$ cat src/sv/grbf_pkg.sv
package grbf_pkg;

  localparam int ElementWidthDef = 16;
  localparam int AccWidthDef     = 48;

  localparam int CfgIdxW = 2;
  localparam logic [CfgIdxW-1:0] REG_SIGMA = 2'd0;
  localparam logic [CfgIdxW-1:0] REG_BASE  = 2'd1;

  localparam logic [15:0] SIGMA_RST = 16'd256;
  localparam logic [15:0] BASE_RST  = 16'd696;
  localparam logic [15:0] BASE_ONE  = 16'd256;

  localparam int QueueDepth = 2;

  localparam logic [31:0] LN2_Q32     = 32'd2977044472;
  localparam logic [3:0]  TAYLOR_LAST = 4'd14;
  localparam logic [11:0] XI_LIMIT_SH = 12'd0;   // x integer limit is 2^12
  localparam logic [4:0]  TI_MAX      = 5'd16;
  localparam logic [16:0] KV_ONE      = 17'd65536;

  // ceil(2^36 / k); exact floor(p / k) for p < 2^32 and k <= 14
  function automatic logic [35:0] recip_k(input logic [3:0] k);
    logic [35:0] r;
    unique case (k)
      4'd2:    r = 36'd34359738368;
      4'd3:    r = 36'd22906492246;
      4'd4:    r = 36'd17179869184;
      4'd5:    r = 36'd13743895348;
      4'd6:    r = 36'd11453246123;
      4'd7:    r = 36'd9817068106;
      4'd8:    r = 36'd8589934592;
      4'd9:    r = 36'd7635497416;
      4'd10:   r = 36'd6871947674;
      4'd11:   r = 36'd6247225158;
      4'd12:   r = 36'd5726623062;
      4'd13:   r = 36'd5286113596;
      4'd14:   r = 36'd4908534053;
      default: r = 36'd0;
    endcase
    return r;
  endfunction

endpackage

$ cat src/sv/grbf_queue.sv
module grbf_queue #(
  parameter int WIDTH = grbf_pkg::AccWidthDef + 1
) (
  input  logic             clk_i,
  input  logic             rst_ni,
  input  logic             wr_i,
  input  logic [WIDTH-1:0] wdata_i,
  output logic             full_o,
  input  logic             rd_i,
  output logic [WIDTH-1:0] rdata_o,
  output logic             empty_o
);
  import grbf_pkg::*;

  localparam int PW = (QueueDepth > 1) ? $clog2(QueueDepth) : 1;
  localparam int CW = $clog2(QueueDepth + 1);

  logic [WIDTH-1:0] mem_q [QueueDepth];
  logic [PW-1:0]    wptr_q, rptr_q;
  logic [CW-1:0]    cnt_q;
  logic             do_wr, do_rd;

  assign full_o  = (cnt_q == CW'(QueueDepth));
  assign empty_o = (cnt_q == '0);
  assign do_wr   = wr_i && !full_o;
  assign do_rd   = rd_i && !empty_o;
  assign rdata_o = mem_q[rptr_q];

  function automatic logic [PW-1:0] inc(input logic [PW-1:0] p);
    return (p == PW'(QueueDepth - 1)) ? '0 : p + 1'b1;
  endfunction

  always_ff @(posedge clk_i or negedge rst_ni) begin
    if (!rst_ni) begin
      wptr_q <= '0;
      rptr_q <= '0;
      cnt_q  <= '0;
    end else begin
      if (do_wr) wptr_q <= inc(wptr_q);
      if (do_rd) rptr_q <= inc(rptr_q);
      if (do_wr && !do_rd) cnt_q <= cnt_q + 1'b1;
      else if (do_rd && !do_wr) cnt_q <= cnt_q - 1'b1;
    end
  end

  always_ff @(posedge clk_i) begin
    if (do_wr) mem_q[wptr_q] <= wdata_i;
  end

endmodule

$ cat config.mk
export PLATFORM = sky130hd
export DESIGN_NAME = grbf_queue
export DESIGN_NICKNAME = d
export VERILOG_FILES = /design/src/sv/grbf_pkg.sv /design/src/sv/grbf_queue.sv
export SDC_FILE = /design/constraint.sdc
export NUM_CORES = 1
export LEC_CHECK = 0
export BUFFER_PORTS_ARGS = -buffer_cell sky130_fd_sc_hd__clkbuf_2
export CORE_MARGIN = 2
export CORE_UTILIZATION = 42
export DETAILED_ROUTE_END_ITERATION = 7
export GPL_ROUTABILITY_DRIVEN = 0
export PLACE_DENSITY = 0.68
export SLEW_MARGIN = 0
export SYNTH_ARGS = -nofsm -noshare
export SYNTH_HDL_FRONTEND = slang
export SYNTH_SLANG_ARGS = --single-unit
$ cat constraint.sdc
create_clock -name clk_i -period 3.39 [get_ports clk_i]
set_clock_uncertainty 0.1 [all_clocks]
set_input_delay 0.339 -clock clk_i [delete_from_list [all_inputs] [get_ports clk_i]]
set_output_delay 0.339 -clock clk_i [all_outputs]
set_load 0.05 [all_outputs]
==> impl_metrics.json <==
{
  "final_cell_mix": "103 x clkbuf_2, 98 x edfxtp_1, 49 x mux2_4",
  "period_minus_slack_ns": 2.51,
  "vias": 1868,
  "worst_slew_pin_slew_ns": 0.950,
  "synthToLayoutAreaGrowth_pct": 20.9,
  "hold_slack_ns": 0.0587,
  "seq_area_frac_synth_pct": 76.3,
  "hold_viol": 0,
  "via_per_inst": 4.48,
  "drc_errors": 0,
  "required_ns": 2.95,
  "power.leakage_uw": 0.00198,
  "drtIter0Drc": 30,
  "cts_sinks": 102,
  "grt_max_degree": 51,
  "first_global_vias": 1883,
  "antennaDiodeCount": 0,
  "cts_tree": "done",
  "p_total_uw": 4880,
  "cts_inserted_buffers": 9,
  "rsz0062_at_grt": "no",
  "setup_viol": 0,
  "dieArea_um2": 10300,
  "crit_arrival_ns": 2.07,
  "crit_fanout": 50,
  "drv_cap": 0,
  "seq_area_um2": 3050,
  "dp_hpwl_um": 3820,
  "cts_max_path_buffers": 2,
  "crit_type": "reg -> out",
  "port_buffers": 103,
  "final_antenna_net_count": 0,
  "nFillCells": 772,
  "die_h_um": 101,
  "synth.distinct_cells": 14,
  "max_freq_ghz": 0.399,
  "start_util_pct": 43.1,
  "drive_gt1_share_pct": 60.1,
  "cp-end-kind": "primary output",
  "ys_warn_count": 0,
  "final_common_cell": "clkbuf_2",
  "synth-seq-cells": 102,
  "maxSlewViolCount": 0,
  "nNetsFinal": 337,
  "synth_nets": 226,
  "ios": 104,
  "status": "completed",
  "core_um2": 9240,
  "path_clk_slew_ns": 0.10,
  "placementRows": 35,
  "syn_area_per_cell_um2": 23.2,
  "h-tree-depth": 3,
  "cts_resized": 0,
  "die_x_um": 101,
  "grt_pass1_wl_um": 9190,
  "antenna_found_initial": 0,
  "wl_um": 5970,
  "netlist_instances": 172,
  "synth_area_um2": 3990,
  "slew_headroom_pct": 36.7,
  "fin_util_pct": 52.1,
  "finalSetupTns_ns": 0,
  "grt.total_usage_pct": 12.1,
  "p_per_area_nw_per_um2": 1010,
  "wl_per_cell_um": 14.3,
  "hold_path.class": "in -> reg",
  "ir_drop_mv": 0.720,
  "first_pass_iters": 4,
  "clock_latency_ns": 0.36,
  "period_share_pct": 73.9,
  "start_kind": "register",
  "overflow": 0,
  "multi_input_area_um2": 833,
  "root_buffer": "clkbuf_8"
}
[path summary, 6_finish.rpt]
path                                       from                      to  slack [ns]  cells past startpoint
max                          rptr_q$_DFFE_PN0P_             rdata_o[21]        0.88                      2
min                                 wdata_i[46]  mem_q[1][46]$_DFFE_PP_        0.06                      1
max reg2reg                cnt_q[0]$_DFFE_PN0P_  mem_q[1][20]$_DFFE_PP_        1.29                      3
min reg2reg                cnt_q[1]$_DFFE_PN0P_    cnt_q[1]$_DFFE_PN0P_        0.44                      1
max in group asynchronous                rst_ni      rptr_q$_DFFE_PN0P_        2.82                      2
min in group asynchronous                rst_ni    cnt_q[0]$_DFFE_PN0P_        0.22                      2
[cells in the mapped netlist]
cell      number  area share (%)
and3_1         1            0.16
buf_12         5             2.5
buf_6          1            0.28
dfrtp_1        4             2.5
edfxtp_1      98              74
ha_1           1            0.31
inv_1          2            0.19
mux2_4        49              18
nand2_1        1           0.094
nand2b_1       1            0.16
nor2_1         3            0.28
o21ai_1        1            0.13
xnor2_1        3            0.66
xor2_1         2            0.44
[layer usage]
| metal | global-route usage (%) | wire length [um] |
|---|---|---|
| met5 | 0 | 0 |
| met4 | 6.55 | 139 |
| met3 | 3.59 | 327 |
| met2 | 19.3 | 2940 |
| met1 | 14.9 | 2560 |
[flip-flops by register name (all words and copies together) (netlist names)]
name    cells
wptr_q      1
rptr_q      1
mem_q      98
cnt_q       2
[cell families (layout without fill, tap and decap cells)]
logic type,after synthesis,count (layout),share of synthesized area (%)
mux,49,49,18.5
xor+xnor,5,5,1.10
fa+ha+maj,1,1,0.314
simple gates,6,6,0.691
buf+inv,8,124,2.98
flops,102,102,76.3
compound gates,1,1,0.125
[cell type report]
cell class / instances / area share (%)
clock inverter: 7 / 2.18
timing repair buffer: 106 / 11.2
inverter: 2 / 0.156
tap: 129 / 3.35
clock buffer: 9 / 2.57
multi-input combinational: 62 / 17.3
sequential: 102 / 63.2
[critical path: stages (launching register included)]
cell	delay (ns)
dfrtp_4	1.04
mux2_4	0.36
clkbuf_2	0.24
[through the flow]
step                      setup WS (ns)  instance area, um2  std cells
after floorplan                   0.129                3990        172
after global placement             1.26                4580        400
after detailed placement           1.27                4580        400
after CTS                         0.858                4820        417
after global routing              0.808                4820        417
final                             0.884                4820        417
[what timing repair did]
action	CTS	global route
hold buffers	1	0
setup buffers	0	0
endpoints found under the hold margin	4	0
[power by group]
group          total (uW)  internal, uW  switching (uW)
Sequential           1970          1730             245
Combinational        2060           701            1350
Clock                 849           429             420
Power figures use the tool's default switching activity.
