`src/sv/grbf_pkg.sv`:
```
package grbf_pkg;

  localparam int ElementWidthDef = 16;
  localparam int AccWidthDef     = 48;

  localparam int CfgIdxW = 2;
  localparam logic [CfgIdxW-1:0] REG_SIGMA = 2'd0;
  localparam logic [CfgIdxW-1:0] REG_BASE  = 2'd1;

  localparam logic [15:0] SIGMA_RST = 16'd256;
  localparam logic [15:0] BASE_RST  = 16'd696;
  localparam logic [15:0] BASE_ONE  = 16'd256;

  localparam int QueueDepth = 2;

  localparam logic [31:0] LN2_Q32     = 32'd2977044472;
  localparam logic [3:0]  TAYLOR_LAST = 4'd14;
  localparam logic [11:0] XI_LIMIT_SH = 12'd0;   // x integer limit is 2^12
  localparam logic [4:0]  TI_MAX      = 5'd16;
  localparam logic [16:0] KV_ONE      = 17'd65536;

  // ceil(2^36 / k); exact floor(p / k) for p < 2^32 and k <= 14
  function automatic logic [35:0] recip_k(input logic [3:0] k);
    logic [35:0] r;
    unique case (k)
      4'd2:    r = 36'd34359738368;
      4'd3:    r = 36'd22906492246;
      4'd4:    r = 36'd17179869184;
      4'd5:    r = 36'd13743895348;
      4'd6:    r = 36'd11453246123;
      4'd7:    r = 36'd9817068106;
      4'd8:    r = 36'd8589934592;
      4'd9:    r = 36'd7635497416;
      4'd10:   r = 36'd6871947674;
      4'd11:   r = 36'd6247225158;
      4'd12:   r = 36'd5726623062;
      4'd13:   r = 36'd5286113596;
      4'd14:   r = 36'd4908534053;
      default: r = 36'd0;
    endcase
    return r;
  endfunction

endpackage

```
`src/sv/grbf_front.sv`:
```
module grbf_front #(
  parameter int ELEMENT_WIDTH = grbf_pkg::ElementWidthDef,
  parameter int ACC_WIDTH     = grbf_pkg::AccWidthDef
) (
  input  logic                            clk_i,
  input  logic                            rst_ni,
  input  logic                            push,
  output logic                            full,
  input  logic signed [ELEMENT_WIDTH-1:0] elem_a_i,
  input  logic signed [ELEMENT_WIDTH-1:0] elem_b_i,
  input  logic                            last_i,
  output logic                            q_push_o,
  input  logic                            q_full_i,
  output logic [ACC_WIDTH:0]              q_data_o
);
  import grbf_pkg::*;

  localparam int EW = ELEMENT_WIDTH;
  localparam int AW = ACC_WIDTH;
  localparam int SQW = 2 * EW;
  localparam int SW = ((AW > SQW) ? AW : SQW) + 1;

  logic                v_q, v_d;
  logic                last_q;
  logic [SQW-1:0]      sq_q;
  logic [AW-1:0]       sum_q, sum_d;
  logic                flag_q, flag_d;
  logic signed [EW:0]  diff;
  logic [EW:0]         mag_full;
  logic [EW-1:0]       mag;
  logic [SW-1:0]       sum_ext;
  logic                sat;
  logic [AW-1:0]       sum_new;
  logic                flag_new;
  logic                accept, advance;

  assign diff     = $signed({elem_a_i[EW-1], elem_a_i}) - $signed({elem_b_i[EW-1], elem_b_i});
  assign mag_full = diff[EW] ? (~diff + 1'b1) : diff;
  assign mag      = mag_full[EW-1:0];

  assign advance = v_q && (!last_q || !q_full_i);
  assign full    = v_q && last_q && q_full_i;
  assign accept  = push && !full;

  assign sum_ext  = {{(SW-AW){1'b0}}, sum_q} + {{(SW-SQW){1'b0}}, sq_q};
  assign sat      = |sum_ext[SW-1:AW];
  assign sum_new  = sat ? {AW{1'b1}} : sum_ext[AW-1:0];
  assign flag_new = flag_q | sat;

  assign q_push_o = advance && last_q;
  assign q_data_o = {flag_new, sum_new};

  always_comb begin
    v_d    = v_q;
    sum_d  = sum_q;
    flag_d = flag_q;
    if (advance) begin
      v_d = 1'b0;
      if (last_q) begin
        sum_d  = '0;
        flag_d = 1'b0;
      end else begin
        sum_d  = sum_new;
        flag_d = flag_new;
      end
    end
    if (accept) v_d = 1'b1;
  end

  always_ff @(posedge clk_i or negedge rst_ni) begin
    if (!rst_ni) begin
      v_q    <= 1'b0;
      sum_q  <= '0;
      flag_q <= 1'b0;
    end else begin
      v_q    <= v_d;
      sum_q  <= sum_d;
      flag_q <= flag_d;
    end
  end

  always_ff @(posedge clk_i) begin
    if (accept) begin
      sq_q   <= mag * mag;
      last_q <= last_i;
    end
  end

endmodule

```
`config.mk`:
```
export PLATFORM = sky130hd
export DESIGN_NAME = grbf_front
export DESIGN_NICKNAME = d
export VERILOG_FILES = /design/src/sv/grbf_pkg.sv /design/src/sv/grbf_front.sv
export SDC_FILE = /design/constraint.sdc
export NUM_CORES = 1
export LEC_CHECK = 0
export BUFFER_PORTS_ARGS = -buffer_cell sky130_fd_sc_hd__buf_2
export CAP_MARGIN = 20
export CELL_PAD_IN_SITES_DETAIL_PLACEMENT = 1
export CELL_PAD_IN_SITES_GLOBAL_PLACEMENT = 1
export CORE_MARGIN = 10
export CORE_UTILIZATION = 49
export DETAILED_ROUTE_END_ITERATION = 8
export GPL_ROUTABILITY_DRIVEN = 0
export HOLD_SLACK_MARGIN = 0.1
export MAX_ROUTING_LAYER = met4
export PLACE_DENSITY_LB_ADDON = 0.1
export SETUP_SLACK_MARGIN = 0.5
export SYNTH_ARGS = -nofsm -noshare
export SYNTH_HDL_FRONTEND = slang
export SYNTH_SLANG_ARGS = --single-unit
```
`constraint.sdc`:
```
create_clock -name clk_i -period 4.35 [get_ports clk_i]
set_input_delay 0.87 -clock clk_i [delete_from_list [all_inputs] [get_ports clk_i]]
set_output_delay 0.87 -clock clk_i [all_outputs]
set_load 0.02 [all_outputs]
```
==> results of run 1 <==
[cells in the mapped netlist (18+ instances only)]
library cell / n
a21o_1: 47
a22o_1: 31
o21ai_0: 33
xor2_1: 35
inv_1: 242
nand3_1: 28
nor3_1: 18
xnor2_1: 53
edfxtp_1: 32
a21oi_1: 73
dfrtp_1: 50
nor2_1: 135
ha_1: 145
nand2b_1: 25
clkbuf_1: 41
nand2_1: 140
fa_1: 165
[layer usage]
| metal | GRT overflow | track usage, % |
|---|---|---|
| met1 | 2 | 76.7 |
| met2 | 344 | 93.4 |
| met3 | 3 | 65.8 |
| met4 | 169 | 85.2 |
| met5 | - | - |
[per-stage QoR]
step	utilization [%]	instance area (um2)	cells	TNS, ns	setup slack (ns)
2_1_floorplan	-	14400	1542	-89.88	-4.11
3_3_place_gp	61.9	17200	2228	-104.27	-4.58
3_5_place_dp	61.9	17200	2228	-114.81	-5.06
4_1_cts	72.7	20100	2362	-96.87	-4.28
[timing repair]
action / 4_1_cts
buffers inserted: 114
resized for setup: 422
gates cloned: 4
endpoints found under the setup margin: 78
pin swaps: 141
[kinds of logic after synthesis]
kind of cell / Yosys count / share of synthesized area, %
AND/OR/NAND/NOR: 450 / 15.8
adder cells (fa/ha/maj): 310 / 37.4
buffers and inverters: 303 / 8.54
AO/OA/AOI/OAI: 299 / 15.5
XOR/XNOR: 93 / 6.22
flip-flops: 82 / 16.2
multiplexers: 5 / 0.375
==> out/qor.txt, run 1 <==
DIE WIDTH: 187 um
Row count: 61
Longest Clk Path Bufs: 2
Max H-tree Level: 3
Syn Std Cell Area: 0.0137 mm2
Top cells by area, synth: fa_1, ha_1, dfrtp_1
Pin count of the biggest net entering global routing: 36
Starting Density: 49.4%
Top_reg_cell synth: dfrtp_1
Port bufs: 87
Largest area contributor in the netlist: fa_1
CTS Root Cell: clkbuf_16
Fail Step: global routing (5_1_grt)
Worst-path end type: register input
Status: did not finish
Yosys top cell area share: 24.1%
Sequential area share after synthesis: 16.2%
Asr flop ratio synth: 61.0%
Error msg: [ERROR GRT-0232] Routing congestion too high. Check the congestion heatmap in the GUI.
Hold Buf Count CTS: 0
Syn Inst Count: 1542
Syn avg cell area: 8.88 um2
Placed wire-length estimate: 38.9 mm
Worst_ep grt: sq_q[31]$_DFFE_PP_/D
Global route total overflow: 518
Yosys warning count: 0
CTS buffer count: 9
Boundary Pins: 88
Clock sink count: 82
Distinct cells, synth: 97
Synthesized net count: 1889
Register bit total from synthesis: 82
GRT Total Usage: 80.4%
Die height: 187 um
Post-synth EDFFs: 32
==> inputs of run 2 (changes only) <==
CELL_PAD_IN_SITES_DETAIL_PLACEMENT = not set   (was 1)
CELL_PAD_IN_SITES_GLOBAL_PLACEMENT = not set   (was 1)
CORE_UTILIZATION = 40   (was 49)
HOLD_SLACK_MARGIN = not set   (was 0.1)
MAX_ROUTING_LAYER = not set   (was met4)
PLACE_DENSITY_LB_ADDON = 0.15   (was 0.1)
SETUP_SLACK_MARGIN = not set   (was 0.5)
==> run 2 against run 1 <==
Net effect: the flow now finishes, with violations (negative setup slack); synthesized cell count stayed put; synthesized area stayed put.
==> out/qor.txt, run 2 <==
Most common cell in the netlist: inv_1
Largest register FFs: 48
Worst Path Max Fanout: 6
Clock sink count: 82 (unchanged)
CTS Root Cell: clkbuf_16
Longest Clk Path Bufs: 2 (unchanged)
DRC violations left: 0
Placed wire-length estimate: 30.0 mm (-23%)
CTS buffer count: 9 (unchanged)
Share of post-route cells with drive strength above 1: 38.1%
Final net count: 2290
# fillers: 2921
Register Area: 0.00221 mm2
CTS tree: yes
Fmax: 118 MHz
Initial DRC Count: 443
Top Layer Used: met4
Distinct cells, synth: 97 (unchanged)
Synth-to-layout area growth: 42.9%
Worst skew pair latency: 0.34 ns
Met3 WL: 1.22 mm
Dpl cells: 2304 (+3.4%)
Top_reg_cell synth: dfrtp_1
Area of the multi-input gates: 0.0119 mm2
PnR worst setup slack: -4.10 ns
Final min period: 8.45 ns
Vias per cell: 5.03
Yosys warning count: 0 (unchanged)
Top cells by area, synth: fa_1, ha_1, dfrtp_1
Port bufs: 87 (unchanged)
Asr flop ratio synth: 61.0% (unchanged)
Diode count: 0
Largest area contributor in the netlist: fa_1
Boundary Pins: 88 (unchanged)
Crit path DAT: 8.55 ns
Post-synth EDFFs: 32 (unchanged)
Sequential area share after synthesis: 16.2% (unchanged)
Most common cell after layout, fill and taps aside: buf_4
Post-route ant nets: 0
Core Area: 0.0336 mm2
Global route total overflow: 0
Max Cap Viol: 0
Crit path top cell by count: fa_1
Syn Inst Count: 1542 (unchanged)
Worst-margin pin slew: 0.750 ns
Starting Density: 40.7% (-8.7 points)
DR pass1 iterations: 5
Row count: 67 (+9.8%)
Status: complete, but fails checks
Die footprint: 0.0420 mm2
Worst Skew: 0.0155 ns
Via count: 12000
Fin. max-slew vios: 0
Vias in the first global route: 12600
Type of the worst min-delay path: reg -> reg
Slew HR: 50.0%
Routed wl met2: 18.8 mm
Failing checks: negative setup slack
DIE WIDTH: 205 um (+9.5%)
Core Util, Final: 58.2%
Register bit total from synthesis: 82 (unchanged)
Clock-pin slew on the worst setup and hold paths: 0.06 ns
RSZ-0062 raised after global routing: true
Synthesized net count: 1889 (unchanged)
GRT Total Usage: 17.3%
First-pass GRT wire length: 60.5 mm
Biggest registers after layout: sum_q: 48 flops, sq_q: 31 flops
Slowest cell on crit path: fa_1
Most frequent cells in the layout: buf_4, inv_1, fa_1
Most instantiated cells after synthesis: inv_1, fa_1, ha_1
Final worst path period share: 194%
Wirelength per Cell: 15.7 um
Top reg by flops: sum_q
CP Buf/Inv Count: 9
Count of final hold-check violations: 0
Endpoints failing setup: 29
Max H-tree Level: 3 (unchanged)
Post-route insts no fill: 2396
Pin count of the biggest net entering global routing: 37
CP Capture Type: flip-flop
Syn Std Cell Area: 0.0137 mm2 (unchanged)
Cell family with most CP delay: adder cells
Max incr delay on CP: 0.53 ns
Yosys top cell area share: 24.1% (unchanged)
Die height: 205 um (+9.5%)
WL met1: 16.6 mm
WP data required: 4.45 ns
Critical path class: in -> reg
Antenna violations before repair: 0
Routed wire length: 37.6 mm
Syn avg cell area: 8.88 um2 (unchanged)
Crit start category: primary input
==> run 2: worst min-delay path, cell delays in order, from the launching register on <==
cell and delay, ns:
dfrtp_1 0.34, a21oi_1 0.04, nor2_1 0.08
==> run 2: cell type report <==
type,count,area share (%)
well taps,448,2.86
flip-flops and latches,82,11.3
inverters,248,4.95
clock inverters,1,0.0256
repair buffers,442,18.3
clock buffers,15,1.53
multi-input cells,1160,61.0
==> run 2: path summary, 6_finish.rpt <==
kind	startpoint	slack (ns)	depth (start not counted)	to
max	elem_a_i[0]	-4.10	36	sq_q[31]$_DFFE_PP_
min	flag_q$_DFFE_PN0P_	0.50	2	flag_q$_DFFE_PN0P_
max reg2reg	sq_q[2]$_DFFE_PP_	0.84	15	sum_q[34]$_DFFE_PN0P_
min reg2reg	flag_q$_DFFE_PN0P_	0.50	2	flag_q$_DFFE_PN0P_
max in group asynchronous	rst_ni	2.95	2	sum_q[28]$_DFFE_PN0P_
min in group asynchronous	rst_ni	0.59	1	sum_q[3]$_DFFE_PN0P_
==> run 2: per-stage QoR <==
stage	setup slack [ns]	hold WS, ns	area (um2)	TNS [ns]
after floorplan	-4.11	0.455	14400	-89.88
after global placement	-4.71	0.481	17300	-106.30
after detailed placement	-4.81	0.499	17300	-109.84
after CTS	-4.08	0.509	18300	-89.22
after global routing	-4.47	0.524	19600	-98.38
final	-4.10	0.503	19600	-90.70
==> run 2: layer usage <==
metal  vias up  track usage (%)
met2       205             31.0
li1       5950                -
met3        52             1.42
met1      5842             21.9
met5         -                0
met4         0             4.41
==> run 2: timing repair <==
item / in CTS / in global routing
cloned: 1 / 6
endpoints found under the setup margin: 69 / 73
hold buffers: 0 / 0
pin swaps: 89 / 104
setup buffers: 25 / 50
resized for setup: 89 / 234
==> run 2: kinds of logic after synthesis <==
group                    share of synthesized area, %
AND/OR/NAND/NOR                                  15.8
adder cells (fa/ha/maj)                          37.4
buffers and inverters                            8.54
AO/OA/AOI/OAI                                    15.5
XOR/XNOR                                         6.22
flip-flops                                       16.2
multiplexers                                    0.375
Power of run 2 is left out: the tool's default activity adds up to more than one toggle a clock period on the data nets, which glitch-free logic cannot reach.
==> inputs of run 3 (changes only) <==
ABC_AREA = 1   (was not set)
RECOVER_POWER = 100   (was not set)
==> run 3 against run 2 <==
Net effect: the run ends with max-capacitance violations, max-slew violations, negative setup slack left; setup slack improved by 1.0 ns; synthesized cell count increased by 29%; core utilization decreased by 2.3 points; wire length increased by 10%; die area increased by 5.9%; flip-flop and latch count unchanged; critical path depth decreased by 1; sequential share of layout area decreased by 0.24 points; cell count increased by 18%.
==> out/qor.txt, run 3 <==
Status: complete, but fails checks
Failing checks: max-capacitance violations, max-slew violations, negative setup slack
Slew HR: -91.5% (-140 points)
Hold Buf Count CTS: 0 (unchanged)
Boundary Pins: 88 (unchanged)
CTS Root Cell: clkbuf_16
Met3 WL: 1.42 mm (+16%)
Worst Skew: 0.0120 ns (-0.00355 ns)
Main combinational cell family by area after synthesis: adder cells
Placed standard-cell area: 0.0180 mm2 (+3.9%)
Syn avg cell area: 7.34 um2 (-17%)
Register bit total from synthesis: 82 (unchanged)
Clock sink count: 82 (unchanged)
PnR worst setup slack: -3.06 ns (+1.04 ns)
XOR/XNOR share of the synthesized area: 4.40% (-1.8 points)
Max H-tree Level: 3 (unchanged)
Yosys top cell area share: 22.6% (-1.5 points)
GRT Total Usage: 18.9% (+1.6 points)
R2r startpoint: sq_q[4]$_DFFE_PP_
Final min period: 7.41 ns (-1.04 ns)
WP data required: 4.45 ns (about the same)
Synthesized net count: 2334 (+24%)
Most common cell in the netlist: inv_1
Top reg by flops: sum_q
Port bufs: 87 (unchanged)
Largest area contributor in the netlist: fa_1
Slowest cell on crit path: fa_2
Longest Clk Path Bufs: 2 (unchanged)
Share of post-route cells with drive strength above 1: 30.6% (-7.5 points)
Row count: 69 (+3.0%)
Critical path class: in -> reg
Antenna violations before repair: 0 (unchanged)
Top Layer Used: met4
Die footprint: 0.0445 mm2 (+5.9%)
Endpoints failing setup: 62 (+110%)
Most common cell after layout, fill and taps aside: inv_1
Post-synthesis mux area share: 0% (-0.37 points)
Core Area: 0.0357 mm2 (+6.3%)
Worst-margin pin slew: 2.87 ns (+2.12 ns)
Crit start category: primary input
First-pass GRT wire length: 69.8 mm (+15%)
Vias per cell: 4.87 (-3.2%)
Crit path DAT: 7.51 ns (-1.04 ns)
Compound-Gate Fraction of Synth Area: 8.82% (-6.7 points)
Yosys warning count: 0 (unchanged)
Hold path start: sum_q[25]$_DFFE_PN0P_
Hold WS: 0.493 ns (-0.00953 ns)
Syn Inst Count: 1987 (+29%)
Simple-gate share of the synthesized area: 23.7% (+7.9 points)
Most instantiated cells after synthesis: inv_1, nand2_1, nor2_1
Top_reg_cell synth: dfrtp_1
Post-route ant nets: 0 (unchanged)
Top cells by area, synth: fa_1, ha_1, inv_1
Biggest registers after layout: sum_q: 48 flops, sq_q: 31 flops
Worst skew pair latency: 0.35 ns (about the same)
Critical path launch point: elem_a_i[0]
Die height: 211 um (+2.9%)
Count of final hold-check violations: 0 (unchanged)
Sequential area share after synthesis: 15.2% (-1.0 points)
Diode count: 0 (unchanged)
Global route total overflow: 0 (unchanged)
Worst Path Max Fanout: 7 (+1)
Distinct cells, synth: 51 (-47%)
WL met1: 18.9 mm (+14%)
Post-synth EDFFs: 32 (unchanged)
DRC violations left: 0 (unchanged)
Final worst path period share: 170% (-24 points)
Asr flop ratio synth: 61.0% (unchanged)
Pin count of the biggest net entering global routing: 51 (+38%)
Fin. max-slew vios: 84 (+84)
Most frequent cells in the layout: inv_1, nand2_1, buf_4
Placed wire-length estimate: 34.8 mm (+16%)
Max Cap Viol: 2 (+2)
Wirelength per Cell: 14.6 um (-6.8%)
Initial DRC Count: 637 (+44%)
Fmax: 135 MHz (+14%)
Syn Std Cell Area: 0.0146 mm2 (+6.6%)
Synth-to-layout area growth: 37.0%
Starting Density: 40.8% (+0.098 points)
Routed wire length: 41.5 mm (+10%)
Adder-cell area share of the yosys netlist: 35.1% (-2.3 points)
CTS buffer count: 9 (unchanged)
Type of the worst min-delay path: reg -> reg
Max incr delay on CP: 0.57 ns (+0.04 ns)
CTS tree: yes
Largest register FFs: 48 (unchanged)
DR pass1 iterations: 5 (unchanged)
DIE WIDTH: 211 um (+2.9%)
RSZ-0062 raised after global routing: true
Routed wl met2: 20.6 mm (+9.1%)
Final net count: 2717 (+19%)
Vias in the first global route: 14500 (+16%)
Clock-pin slew on the worst setup and hold paths: 0.06 ns (about the same)
Post-route setup TNS: -76.62 ns (+14.08 ns)
CP Capture Type: flip-flop
Final instance area: 0.0200 mm2 (+2.2%)
Via count: 13800 (+15%)
==> run 3: per-layer routing <==
| layer | vias to the layer above | track usage, % |
|---|---|---|
| met5 | - | 0 |
| met4 | 0 | 4.07 |
| met3 | 35 | 2.14 |
| met2 | 233 | 33.0 |
| met1 | 6624 | 24.6 |
| li1 | 6914 | - |
==> run 3: area by class of cell <==
| type | count | area, um2 |
|---|---|---|
| clock inverter | 6 | 90.1 |
| tap | 461 | 577 |
| timing repair inverter | 1 | 11.3 |
| multi-input combinational | 1428 | 12100 |
| clock buffer | 10 | 229 |
| timing repair buffer | 400 | 3040 |
| inverter | 448 | 1760 |
| fill | 3363 | 15700 |
| sequential | 82 | 2210 |
==> run 3: critical path, delay by kind of cell <==
family | cells | cell delay, ns
buffers and inverters | 9 | 0.67
XOR/XNOR | 1 | 0.15
AO/OA/AOI/OAI | 2 | 0.18
adder cells (fa/ha/maj) | 9 | 3.90
AND/OR/NAND/NOR | 14 | 1.73
==> run 3: worst paths after layout <==
kind	endpoint	slack (ns)	cells after the start
worst max-delay path	sq_q[28]$_DFFE_PP_	-3.06	35
worst min-delay path	sum_q[25]$_DFFE_PN0P_	0.49	2
worst max register to register	sum_q[16]$_DFFE_PN0P_	0.86	12
worst min register to register	sum_q[25]$_DFFE_PN0P_	0.49	2
max in group asynchronous	sum_q[25]$_DFFE_PN0P_	1.17	2
min in group asynchronous	sum_q[0]$_DFFE_PN0P_	1.54	2
==> run 3: per-stage QoR <==
step | util (%) | std cells | worst slack [ns]
2_1_floorplan | - | 1987 | -2.96
3_3_place_gp | 50.3 | 2768 | -3.71
3_5_place_dp | 50.3 | 2768 | -3.74
4_1_cts | 53.6 | 2823 | -3.03
5_1_grt | 55.9 | 2836 | -3.32
6_report | 55.9 | 2836 | -3.06
==> run 3: logic make-up after synthesis <==
kind of cell | after synthesis
adder cells (fa/ha/maj) | 310
XOR/XNOR | 66
AO/OA/AOI/OAI | 235
flip-flops | 82
AND/OR/NAND/NOR | 817
buffers and inverters | 477
==> run 3: what timing repair did <==
item / CTS / global route
gates cloned: 1 / 0
gates resized for setup: 138 / 167
endpoints found under the setup margin: 28 / 30
setup buffers: 38 / 13
pin swaps: 84 / 54
Power of run 3 is left out for the same reason.
==> inputs of run 4 (changes only) <==
CORE_MARGIN = 2   (was 10)
clock period = 7.7 ns   (was 4.35 ns; I/O delays follow)
==> run 4 against run 3 <==
Net effect: the flow still finishes with violations (max-capacitance violations, max-slew violations, negative setup slack); wire length shrank 1.4%; design area shrank 2.5%; flip-flop and latch count is the same; non-clock buffer count shrank 22; clock skew grew 0.0021 ns; critical path depth shrank 4; hold slack lost 0.0037 ns.
==> out/qor.txt, run 4 (same netlist as run 3, synthesis figures left out) <==
Status: complete, but fails checks
Failing checks: max-capacitance violations, max-slew violations, negative setup slack
Worst-margin pin slew: 2.95 ns (+0.0772 ns)
Synth-to-layout area growth: 33.5%
Hold EP: sum_q[24]$_DFFE_PN0P_
DR pass1 iterations: 5 (unchanged)
Diode count: 0 (unchanged)
Die height: 195 um (-7.6%)
Core Area: 0.0357 mm2 (unchanged)
Wirelength per Cell: 14.5 um (-0.62%)
Clock sink count: 82 (unchanged)
Final min period: 8.07 ns
Hold path start: sum_q[24]$_DFFE_PN0P_
Critical path class: in -> reg
Dpl cells: 2757 (-0.40%)
Clock-pin slew on the worst setup and hold paths: 0.07 ns (about the same)
Worst path depth: 31 (-11%)
Boundary Pins: 88 (unchanged)
Placed wire-length estimate: 34.2 mm (-1.8%)
CP Capture Type: flip-flop
Initial DRC Count: 668 (+4.9%)
Final net count: 2695 (-0.81%)
CTS Root Cell: clkbuf_16
Endpoints failing setup: 17 (-73%)
Die footprint: 0.0380 mm2 (-15%)
DIE WIDTH: 195 um (-7.6%)
WP data required: 7.81 ns (+3.36 ns)
Pin count of the biggest net entering global routing: 51 (unchanged)
Slew HR: -96.6% (-5.1 points)
Worst reg2reg setup slack: 3.76 ns (+2.90 ns)
Routed wire length: 40.9 mm (-1.4%)
Starting Density: 40.8% (unchanged)
Worst Skew: 0.0141 ns (+0.00212 ns)
Vias in the first global route: 14200 (-2.4%)
Most frequent cells in the layout: inv_1, nand2_1, buf_4
First-pass GRT wire length: 69.4 mm (-0.64%)
Max incr delay on CP: 0.60 ns (+0.03 ns)
GRT Total Usage: 22.3% (+3.3 points)
Cell family with most CP delay: adder cells
FF-to-FF End: sum_q[18]$_DFFE_PN0P_
Hold depth: 2 (unchanged)
Post-route ant nets: 0 (unchanged)
DRC violations left: 0 (unchanged)
RSZ-0062 raised after global routing: true
Most common cell after layout, fill and taps aside: inv_1
CTS buffer count: 9 (unchanged)
Final worst path period share: 105%
CP Buf/Inv Count: 6 (-3)
Worst r2r path cells: 12 (unchanged)
Core Util, Final: 54.5% (-1.4 points)
Slowest cell on crit path: fa_2
Final instance area: 0.0195 mm2 (-2.5%)
Global route total overflow: 0 (unchanged)
Placed standard-cell area: 0.0178 mm2 (-0.65%)
Count of final hold-check violations: 0 (unchanged)
Crit path top cell by count: fa_1
Row count: 69 (unchanged)
Worst skew pair latency: 0.36 ns (about the same)
Post-route insts no fill: 2814 (-0.78%)
Crit path DAT: 8.18 ns (+0.67 ns)
Vias per cell: 4.87 (+0.12%)
Largest register FFs: 48 (unchanged)
Via count: 13700 (-0.65%)
Longest Clk Path Bufs: 2 (unchanged)
Type of the worst min-delay path: reg -> reg
CTS tree: yes
Top reg by flops: sum_q
PnR worst setup slack: -0.374 ns (+2.69 ns)
Worst Path Max Fanout: 7 (unchanged)
Share of post-route cells with drive strength above 1: 26.5% (-4.1 points)
Crit start category: primary input
Biggest registers after layout: sum_q: 48 flops, sq_q: 31 flops
Max H-tree Level: 3 (unchanged)
Fin. max-slew vios: 117 (+39%)
Antenna violations before repair: 0 (unchanged)
Port bufs: 87 (unchanged)
Max Cap Viol: 3 (+1)
Fmax: 124 MHz
R2r startpoint: sq_q[4]$_DFFE_PP_
## run 4: changes by cell type in the layout (fill, tap and decap cells not counted), sizes merged
| cell | before | now |
|---|---|---|
| buf | 387 | 322 |
| bufinv | 2 | 0 |
| clkbuf | 23 | 66 |
| clkinv | 4 | 2 |
| inv | 447 | 451 |
## run 4: final cells by class
cell class	instances	area, um2
Clock buffer	10	250
Clock inverter	6	66.3
Fill cell	3446	16300
Inverter	448	1740
Multi-Input combinational cell	1428	11900
Sequential cell	82	2210
Tap cell	461	577
Timing Repair Buffer	378	2740
Timing Repair inverter	1	6.26
## run 4: worst max path at each step
stage / start / endpoint
3_3_place_gp: elem_a_i[11] / sq_q[29]$_DFFE_PP_
5_1_grt: elem_a_i[0] / sq_q[29]$_DFFE_PP_
3_5_place_dp: elem_a_i[0] / sq_q[29]$_DFFE_PP_
6_report: elem_a_i[0] / sq_q[29]$_DFFE_PP_
4_1_cts: elem_a_i[0] / sq_q[29]$_DFFE_PP_
2_1_floorplan: elem_a_i[0] / sq_q[28]$_DFFE_PP_
## run 4: worst min-delay path: cells and delay by family, from the launching register on
family	cells	cell delay (ns)
flops	1	0.35
simple gates	2	0.11
## run 4: layer usage
layer | routed length [um] | global-route usage [%] | vias up
met5 | 0 | 0 | -
met4 | 565 | 4.44 | 0
met3 | 1620 | 2.04 | 37
met2 | 19800 | 39.1 | 279
met1 | 19000 | 30.0 | 6535
li1 | - | - | 6865
## run 4: stage by stage
stage	setup WS [ns]	setup TNS (ns)	hold WS [ns]
floorplan	-0.287	-2.48	0.453
global placement	-1.03	-16.70	0.468
detailed placement	-1.03	-16.48	0.475
CTS	-0.315	-2.94	0.490
global route	-0.631	-9.26	0.513
finish	-0.374	-4.35	0.489
## run 4: repair_timing
item | in CTS | in global routing
hold endpoints to repair | 0 | 0
gates resized for setup | 133 | 115
hold buffers | 0 | 0
cloned | 1 | 0
buffers inserted | 22 | 18
endpoints found under the setup margin | 21 | 21
pin swaps | 93 | 87
Power of run 4 is left out for the same reason.
